<file path="src/hw/rtl/pfts_pkg.sv">
`timescale 1ns / 1ps

package pfts_pkg;

    localparam int NUM_FLOWS   = 16;
    localparam int QUEUE_DEPTH = 64;
    localparam int FLOW_W      = $clog2(NUM_FLOWS);
    localparam int QIDX_W      = $clog2(QUEUE_DEPTH);
    localparam int QCNT_W      = QIDX_W + 1;
    localparam int QMEM_W      = FLOW_W + QIDX_W;
    localparam int CFG_IDX_W   = 1;
    localparam int CFG_DATA_W  = 32;
    localparam int DIV_STEPS   = 48;

    localparam logic [2:0] CMD_PACKET     = 3'd0;
    localparam logic [2:0] CMD_RESUME     = 3'd1;
    localparam logic [2:0] CMD_ACTIVATE   = 3'd2;
    localparam logic [2:0] CMD_MODIFY     = 3'd3;
    localparam logic [2:0] CMD_DEACTIVATE = 3'd4;
    localparam logic [2:0] CMD_CLEAR_CNT  = 3'd5;

    localparam logic [2:0] ACT_PASS     = 3'd0;
    localparam logic [2:0] ACT_SENT     = 3'd1;
    localparam logic [2:0] ACT_QUEUED   = 3'd2;
    localparam logic [2:0] ACT_DROPPED  = 3'd3;
    localparam logic [2:0] ACT_RELEASED = 3'd4;
    localparam logic [2:0] ACT_NONE     = 3'd5;

    localparam logic [1:0] ST_OK      = 2'd0;
    localparam logic [1:0] ST_UNKNOWN = 2'd1;
    localparam logic [1:0] ST_EMPTY   = 2'd2;

    localparam logic [CFG_IDX_W-1:0] CFG_QUEUE_LIMIT = 1'd0;
    localparam logic [CFG_IDX_W-1:0] CFG_MIN_RATE    = 1'd1;

    typedef struct packed {
        logic [2:0]  command;
        logic [3:0]  flow;
        logic [15:0] size_bytes;
        logic [47:0] now;
        logic [31:0] rate;
        logic [31:0] burst;
    } in_item_t;

    typedef struct packed {
        logic [2:0]  action;
        logic        wake_valid;
        logic [47:0] wake_delay;
        logic [1:0]  status;
        logic [31:0] received_count;
        logic [31:0] sent_count;
        logic [31:0] shaped_count;
        logic [31:0] dropped_count;
    } out_item_t;

    // controller -> datapath
    typedef struct packed {
        logic load;       // latch input beat, read flow entry
        logic mul_go;     // register low half of refill product
        logic mul_acc;    // add high half of refill product
        logic refill;     // apply refill
        logic decide;     // apply command decision
        logic head_read;  // fetch next head after release
        logic div_go;     // start wake delay division
        logic div_step;   // one quotient bit
        logic finish;     // build result
    } ctl_t;

    // datapath -> controller
    typedef struct packed {
        logic need_refill;
        logic need_div;
        logic need_head;
        logic div_done;
    } sts_t;

endpackage

</file>
<file path="src/hw/rtl/pfts_ctrl.sv">
`timescale 1ns / 1ps

module pfts_ctrl
    import pfts_pkg::*;
(
    input  logic clk,
    input  logic rst_n,
    input  logic in_fire,
    input  logic out_busy,
    input  sts_t sts,
    output ctl_t ctl,
    output logic idle
);

    localparam logic [3:0] S_IDLE  = 4'd0;
    localparam logic [3:0] S_READ  = 4'd1;
    localparam logic [3:0] S_MUL   = 4'd2;
    localparam logic [3:0] S_FILL  = 4'd3;
    localparam logic [3:0] S_DEC   = 4'd4;
    localparam logic [3:0] S_HEAD  = 4'd5;
    localparam logic [3:0] S_DIVGO = 4'd6;
    localparam logic [3:0] S_DIV   = 4'd7;
    localparam logic [3:0] S_OUT   = 4'd8;
    localparam logic [3:0] S_MUL2  = 4'd9;

    logic [3:0] state_reg, state_next;

    always_comb
    begin
        state_next = state_reg;
        ctl = '0;
        case (state_reg)
            S_IDLE:
            begin
                if (in_fire)
                begin
                    ctl.load = 1'b1;
                    state_next = S_READ;
                end
            end
            S_READ:  state_next = sts.need_refill ? S_MUL : S_DEC;
            S_MUL:
            begin
                ctl.mul_go = 1'b1;
                state_next = S_MUL2;
            end
            S_MUL2:
            begin
                ctl.mul_acc = 1'b1;
                state_next = S_FILL;
            end
            S_FILL:
            begin
                ctl.refill = 1'b1;
                state_next = S_DEC;
            end
            S_DEC:
            begin
                ctl.decide = 1'b1;
                state_next = S_HEAD;
            end
            S_HEAD:
            begin
                ctl.head_read = 1'b1;
                state_next = S_DIVGO;
            end
            S_DIVGO:
            begin
                if (sts.need_div)
                begin
                    ctl.div_go = 1'b1;
                    state_next = S_DIV;
                end
                else
                begin
                    state_next = S_OUT;
                end
            end
            S_DIV:
            begin
                ctl.div_step = 1'b1;
                if (sts.div_done)
                    state_next = S_OUT;
            end
            S_OUT:
            begin
                if (!out_busy)
                begin
                    ctl.finish = 1'b1;
                    state_next = S_IDLE;
                end
            end
            default: state_next = S_IDLE;
        endcase
    end

    assign idle = (state_reg == S_IDLE);

    always_ff @(posedge clk or negedge rst_n)
    begin
        if (!rst_n)
            state_reg <= S_IDLE;
        else
            state_reg <= state_next;
    end

endmodule

</file>
<file path="config.mk">
export PLATFORM = sky130hd
export DESIGN_NAME = pfts_ctrl
export DESIGN_NICKNAME = d
export VERILOG_FILES = /design/src/hw/rtl/pfts_pkg.sv /design/src/hw/rtl/pfts_ctrl.sv
export SDC_FILE = /design/constraint.sdc
export NUM_CORES = 1
export LEC_CHECK = 0
export BUFFER_PORTS_ARGS = -buffer_cell sky130_fd_sc_hd__buf_4
export CAP_MARGIN = 20
export CORE_AREA = 2 2 39 41
export CTS_BUF_LIST = sky130_fd_sc_hd__clkbuf_8
export DETAILED_ROUTE_END_ITERATION = 6
export DIE_AREA = 0 0 41 43
export GPL_ROUTABILITY_DRIVEN = 0
export GPL_TIMING_DRIVEN = 0
export MAX_ROUTING_LAYER = met4
export PLACE_DENSITY_LB_ADDON = 0.12
export SYNTH_ARGS = -nofsm -noshare
export SYNTH_HDL_FRONTEND = slang
export SYNTH_SLANG_ARGS = --single-unit
</file>
<file path="constraint.sdc">
create_clock -name clk -period 1.45 [get_ports clk]
set_input_delay 0.29 -clock clk [delete_from_list [all_inputs] [get_ports clk]]
set_output_delay 0.29 -clock clk [all_outputs]
set_load 0.005 [all_outputs]
</file>
==> summary.txt, run 1 <==
Synthesis
  – Main synth FF type: dfrtp_1
  – Largest family of logic cells by synthesized area: simple AND/OR/NAND/NOR gates
  – Top cells by area, synth: dfrtp_1 (29%), buf_6 (6.5%), nor2_1 (6.5%)
  – Compound-Gate Fraction of Synth Area: 0.202
  – Post-Synth Adder-Cell Area: 0
  – Syn Area/Cell: 8.25 um^2
  – Register area share after synthesis: 0.289
  – Synth area leader: dfrtp_1
  – Synth Instances: 42
  – Most instantiated cells after synthesis: nor2_1 (6), dfrtp_1 (4), nand2b_1 (3), nor3_1 (3), nor4_1 (3)
  – Number of synthesized flops with an enable pin: 0
  – Xor and xnor area share after synthesis: 0
  – Syn nets: 50
  – Top cell type's share of synthesized area: 0.289
  – Flops & latches, synth: 4
  – Synth warn: 0
  – Multiplexer share of the synthesized area: 0
  – Synth Area in Simple Gates: 0.379
  – Count leader, synth: nor2_1
  – Ys async rst share: 1.00
  – Mapped Area: 347 um^2
  – Cell variety after synth: 24

Worst setup path
  – Worst Path Arrival: 1.27 ns
  – Critical Path RT: 1.16 ns
  – Startpoint Class: flip-flop
  – CP max stage cell: dfrtp_2
  – Crit Path Class: reg2out
  – Cells along the critical path: buf_8 > nor4_4 > and2_1 > buf_4
  – CP max FO: 5
  – CP max stage delay: 0.41 ns
  – Crit. End Element: primary output

Clock network
  – Num CTS Buffers: 3
  – Max clock buf depth: 2
  – Clk root buf: clkbuf_8
  – Clock Latency Late Sink: 0.21 ns
  – CTS Sinks: 4
  – TritonCTS clock tree: built
  – Htree depth: 1
  – Clk pin slew, worst setup/hold paths: 0.03 ns

Final layout
  – Area Overhead vs Synth: 116%
  – Final core utilization: 0.542
  – Final non-filler cell total: 93
  – Layout cells sized above 1: 0.675
  – Max reg flops: 4
  – Final nets: 87
  – Fill cells: 118
  – Inserted Diodes: 0

Floorplan
  – Die Y: 43 um
  – I/O Pins: 18
  – Starting Density: 0.250
  – Core Footprint: 0.00138 mm^2
  – Horiz. Die Dim: 41 um
  – Num rows: 14
  – Die area: 0.00176 mm^2

Route
  – Vias post-DR: 442
  – Antenna Nets Post-Route: 0
  – First DRT Iteration DRCs: 5
  – DRT Wirelength: 1080 um
  – DRC Markers: 0
  – Routed length per instance: 11.7 um
  – Vias/cell: 4.75
  – Drt first pass iters: 4

Hold path
  – Hold Crit Class: in2reg

Timing
  – Crit path time final: 1.56 ns
  – Slew HR: 0.808
  – Final setup vio count: 6
  – Final period util: 1.08
  – Max Clock Freq: 640 MHz
  – Hold Vio Cnt, Final: 0
  – Unrepaired setup endpoints after global routing: true
  – Setup ws final: -0.112 ns
  – Max Slew Vio Count: 0
  – Setup Skew: 0.000838 ns
  – Worst Max-Slew Pin Slew: 0.287 ns

Place
  – Placed Instances: 74
  – # port buffers: 16
  – Post-DP HPWL: 665 um

Power and ir drop
  – Combinational share of power: 0.728
  – Switching power: 644 uW
  – Seq pwr share: 0.136
  – Net Sw Frac: 0.384
  – Worst-case vdd ir drop: 1.15 mV
  – Clk pwr share: 0.136
  – Internal: 1.03 mW
  – Leakage: 0.347 nW
  – Power density over the cells: 2240 mW/mm^2

Global route
  – GRT overflow: 0
  – First-pass GRT wire length: 1610 um
  – Vias in the first global route: 363
  – Pin count of the biggest net entering global routing: 11
  – Initial antenna violation count: 0
  – GRT Total Usage: 0.146

Status
  – Outcome: finished with violations
  – Failing checks: negative setup slack

Run
  – Max-cap check violation count: 0
routing by layer:
metal	wire length, um	track usage	vias up	share of wire
met5	0	-	-	0
met3	47	0.0471	0	0.043
met1	475	0.202	209	0.44
li1	-	-	223	-
met2	562	0.172	10	0.52
met4	0	0.100	0	0
cell type report:
type	count	area, um^2	area share
repair buffers	32	246	0.329
flip-flops and latches	4	103	0.137
multi-input cells	32	275	0.367
clock buffers	3	41.3	0.0551
inverters	2	7.51	0.0100
plain buffers	4	56.3	0.0751
well taps	16	20.0	0.0267
per-stage QoR:
step / cell area, um^2 / hold WS [ns] / TNS (ns) / setup WS, ns / power (mW)
finish: 749 / 0.389 / -0.335 / -0.112 / 1.68
global route: 749 / 0.402 / -0.822 / -0.160 / 1.80
CTS: 614 / 0.374 / -0.471 / -0.114 / 1.33
detailed placement: 487 / 0.0864 / 0 / 0.0380 / 0.916
global placement: 487 / 0.0873 / 0 / 0.0409 / 0.933
floorplan: 347 / -0.00559 / 0 / 0.140 / 0.693
power by group through the flow:
| stage | combinational, mW | clock, mW | sequential [mW] |
|---|---|---|---|
| 5_1_grt | 1.32 | 0.244 | 0.236 |
| 6_report | 1.22 | 0.227 | 0.229 |
| 3_5_place_dp | 0.693 | 0 | 0.223 |
| 3_3_place_gp | 0.712 | 0 | 0.221 |
| 4_1_cts | 0.869 | 0.237 | 0.224 |
| 2_1_floorplan | 0.484 | 0 | 0.210 |
placed cells by master, fill, tap and decap left out, types with 2 or more instances in the layout:
| cell type | netlist | routed |
|---|---|---|
| nor2_2 | 0 | 2 |
| dfrtp_1 | 4 | 2 |
| nor2_1 | 6 | 4 |
| nor3_1 | 3 | 2 |
| nor3_2 | 1 | 2 |
| buf_8 | 0 | 3 |
| a31oi_1 | 2 | 2 |
| clkbuf_8 | 0 | 3 |
| nand2b_1 | 3 | 2 |
| a21oi_1 | 2 | 2 |
| nor4_4 | 0 | 4 |
| buf_4 | 1 | 30 |
| buf_6 | 2 | 2 |
| dfrtp_2 | 0 | 2 |
worst max-delay path: cells and delay by family, from the launching register on:
kind	cells	cell delay [ns]
buffers and inverters	2	0.24
DFF	1	0.41
and+or+nand+nor	2	0.41
cells by family after synthesis:
group / after synthesis
AO/OA/AOI/OAI: 10
AND/OR/NAND/NOR: 22
buffers and inverters: 6
flip-flops: 4
timing repair:
action | in CTS | in global routing
resized for setup | 8 | 13
pin swaps | 2 | 5
endpoints found under the setup margin | 6 | 10
setup buffers | 4 | 11
hold buffers | 1 | 0
hold endpoints to repair | 4 | 0
path summary, 6_finish.rpt:
path,endpoint,cells past startpoint,slack [ns],startpoint
min reg2reg,state_reg[2],2,0.60,state_reg[3]
min,state_reg[3],3,0.39,out_busy
max reg2reg,state_reg[3],6,0.07,state_reg[2]
min in group asynchronous,state_reg[1],2,0.41,rst_n
max in group asynchronous,state_reg[2],2,0.93,rst_n
max,ctl[8],4,-0.11,state_reg[2]
No activity file was read; power rests on OpenSTA's default activity.
==> run 2: changes to the inputs <==
ABC_AREA = 0   (was not set)
RECOVER_POWER = 25   (was not set)
==> run 2 against run 1 <==
The flow still finishes with violations (negative setup slack). Sequential share of layout area increased by 0.069 points. Routed wire length unchanged. Design area decreased by 0.50%. Largest cell class unchanged. Die area unchanged. Global-route usage unchanged. Clock power about the same.
==> summary.txt, run 2 (synthesis gave the netlist of run 1 again) <==
Worst setup path
  – Startpoint Class: flip-flop
  – Worst Path Arrival: 1.27 ns (about the same)
  – CP max stage cell: dfrtp_2
  – Cells along the critical path: buf_8 > nor4_4 > and2_1 > buf_4
  – Crit Path Class: reg2out
  – CP max FO: 5 (unchanged)
  – Critical Path RT: 1.16 ns (about the same)
  – Crit. End Element: primary output
  – Worst path buffer plus inverter count: 2 (unchanged)
  – CP max stage delay: 0.41 ns (about the same)
  – Critical path's top delay family: simple AND/OR/NAND/NOR gates

Clock network
  – Clk root buf: clkbuf_8
  – Clk pin slew, worst setup/hold paths: 0.03 ns (about the same)
  – Max clock buf depth: 2 (unchanged)
  – Htree depth: 1 (unchanged)
  – Clock Latency Late Sink: 0.21 ns (about the same)
  – CTS Sinks: 4 (unchanged)
  – Num CTS Buffers: 3 (unchanged)
  – TritonCTS clock tree: built

Timing
  – Setup ws final: -0.112 ns (+0.00000800 ns)
  – Hold Vio Cnt, Final: 0 (unchanged)
  – Max Clock Freq: 640 MHz (about the same)
  – Slew HR: 0.808 (unchanged)
  – Unrepaired setup endpoints after global routing: true
  – Final setup vio count: 6 (unchanged)
  – Crit path time final: 1.56 ns (-0.00000800 ns)
  – Final period util: 1.08 (about the same)
  – Worst Max-Slew Pin Slew: 0.287 ns (unchanged)
  – Setup Skew: 0.000846 ns (+0.00000848 ns)
  – Max Slew Vio Count: 0 (unchanged)

Power and ir drop
  – Leakage: 0.343 nW (-1.0%)
  – Worst-case vdd ir drop: 1.15 mV (about the same)
  – Power density over the cells: 2250 mW/mm^2 (+0.43%)
  – Pwr Total: 1.68 mW (about the same)

Global route
  – Pin count of the biggest net entering global routing: 11 (unchanged)
  – GRT overflow: 0 (unchanged)
  – Initial antenna violation count: 0 (unchanged)
  – GRT Total Usage: 0.146 (unchanged)
  – Vias in the first global route: 363 (unchanged)
  – First-pass GRT wire length: 1610 um (unchanged)

Floorplan
  – Starting Density: 0.250 (unchanged)
  – Die area: 0.00176 mm^2 (unchanged)
  – Die Y: 43 um (unchanged)
  – Core Footprint: 0.00138 mm^2 (unchanged)
  – Horiz. Die Dim: 41 um (unchanged)
  – Num rows: 14 (unchanged)
  – I/O Pins: 18 (unchanged)

Final layout
  – Final nets: 87 (unchanged)
  – Leading cell type in the layout, fill and taps excluded: buf_4
  – Most frequent cells in the layout: buf_4 (29), nor2_1 (4), nor4_4 (4)
  – Inserted Diodes: 0 (unchanged)
  – Layout cells sized above 1: 0.662 (-0.0130)
  – Max reg flops: 4 (unchanged)
  – Area Overhead vs Synth: 115%
  – Fill cells: 117 (-0.85%)
  – Final non-filler cell total: 93 (unchanged)
  – Multi-input logic area: 275 um^2 (unchanged)
  – FF/Latch Area: 103 um^2 (unchanged)

Run
  – Max-cap check violation count: 0 (unchanged)

Route
  – Vias/cell: 4.75 (unchanged)
  – Drt first pass iters: 4 (unchanged)
  – First DRT Iteration DRCs: 5 (unchanged)
  – DRC Markers: 0 (unchanged)
  – DRT Wirelength: 1080 um (unchanged)
  – Antenna Nets Post-Route: 0 (unchanged)
  – Vias post-DR: 442 (unchanged)
  – Routed length per instance: 11.7 um (unchanged)

Status
  – Outcome: finished with violations
  – Failing checks: negative setup slack

Place
  – # port buffers: 16 (unchanged)
  – Placed Instances: 74 (unchanged)
  – Post-DP HPWL: 665 um (unchanged)

Hold path
  – Hold Crit Class: in2reg
## run 2: worst paths after layout
| path | startpoint | endpoint | slack (ns) | cells after the start |
|---|---|---|---|---|
| min | out_busy | state_reg[3] | 0.39 | 3 |
| min in group asynchronous | rst_n | state_reg[1] | 0.43 | 2 |
| max reg2reg | state_reg[2] | state_reg[3] | 0.07 | 6 |
| max in group asynchronous | rst_n | state_reg[2] | 0.82 | 2 |
| min reg2reg | state_reg[3] | state_reg[2] | 0.60 | 2 |
| max | state_reg[2] | ctl[8] | -0.11 | 4 |
## run 2: area by class of cell
cell class	instances	area share
buffer	4	0.0755
clock buffer	3	0.0554
inverter	2	0.0101
multi-input combinational	32	0.369
sequential	4	0.138
tap	16	0.0268
timing repair buffer	32	0.326
## run 2: repair_timing
item / CTS / global route
resized for setup: 8 / 13
pin swaps: 2 / 5
hold buffers: 1 / 0
hold endpoints to repair: 4 / 0
endpoints found under the setup margin: 6 / 10
buffers inserted: 4 / 11
## run 2: layer usage
metal | vias up | GRT usage | routed length, um
met5 | - | - | 0
met4 | 0 | 0.100 | 0
met3 | 0 | 0.0471 | 47
met2 | 10 | 0.172 | 561
met1 | 209 | 0.202 | 475
li1 | 223 | - | -
## run 2: per-stage QoR
stage	util	setup WS, ns	TNS [ns]	instance area, um^2	hold WS [ns]
3_3_place_gp	0.352	0.0409	0	487	0.0873
6_report	0.539	-0.112	-0.335	746	0.389
4_1_cts	0.444	-0.114	-0.471	614	0.374
3_5_place_dp	0.352	0.0380	0	487	0.0864
5_1_grt	0.539	-0.160	-0.822	746	0.402
2_1_floorplan	-	0.140	0	347	-0.00559
## run 2: worst min-delay path, stage by stage
cell and delay, ns:
buf_4 0.12, nand2_1 0.05, o32ai_1 0.08
## run 2: power by group
| group | switching [mW] | internal [mW] |
|---|---|---|
| Sequential | 0.0572 | 0.171 |
| Combinational | 0.536 | 0.684 |
| Clock | 0.0511 | 0.176 |
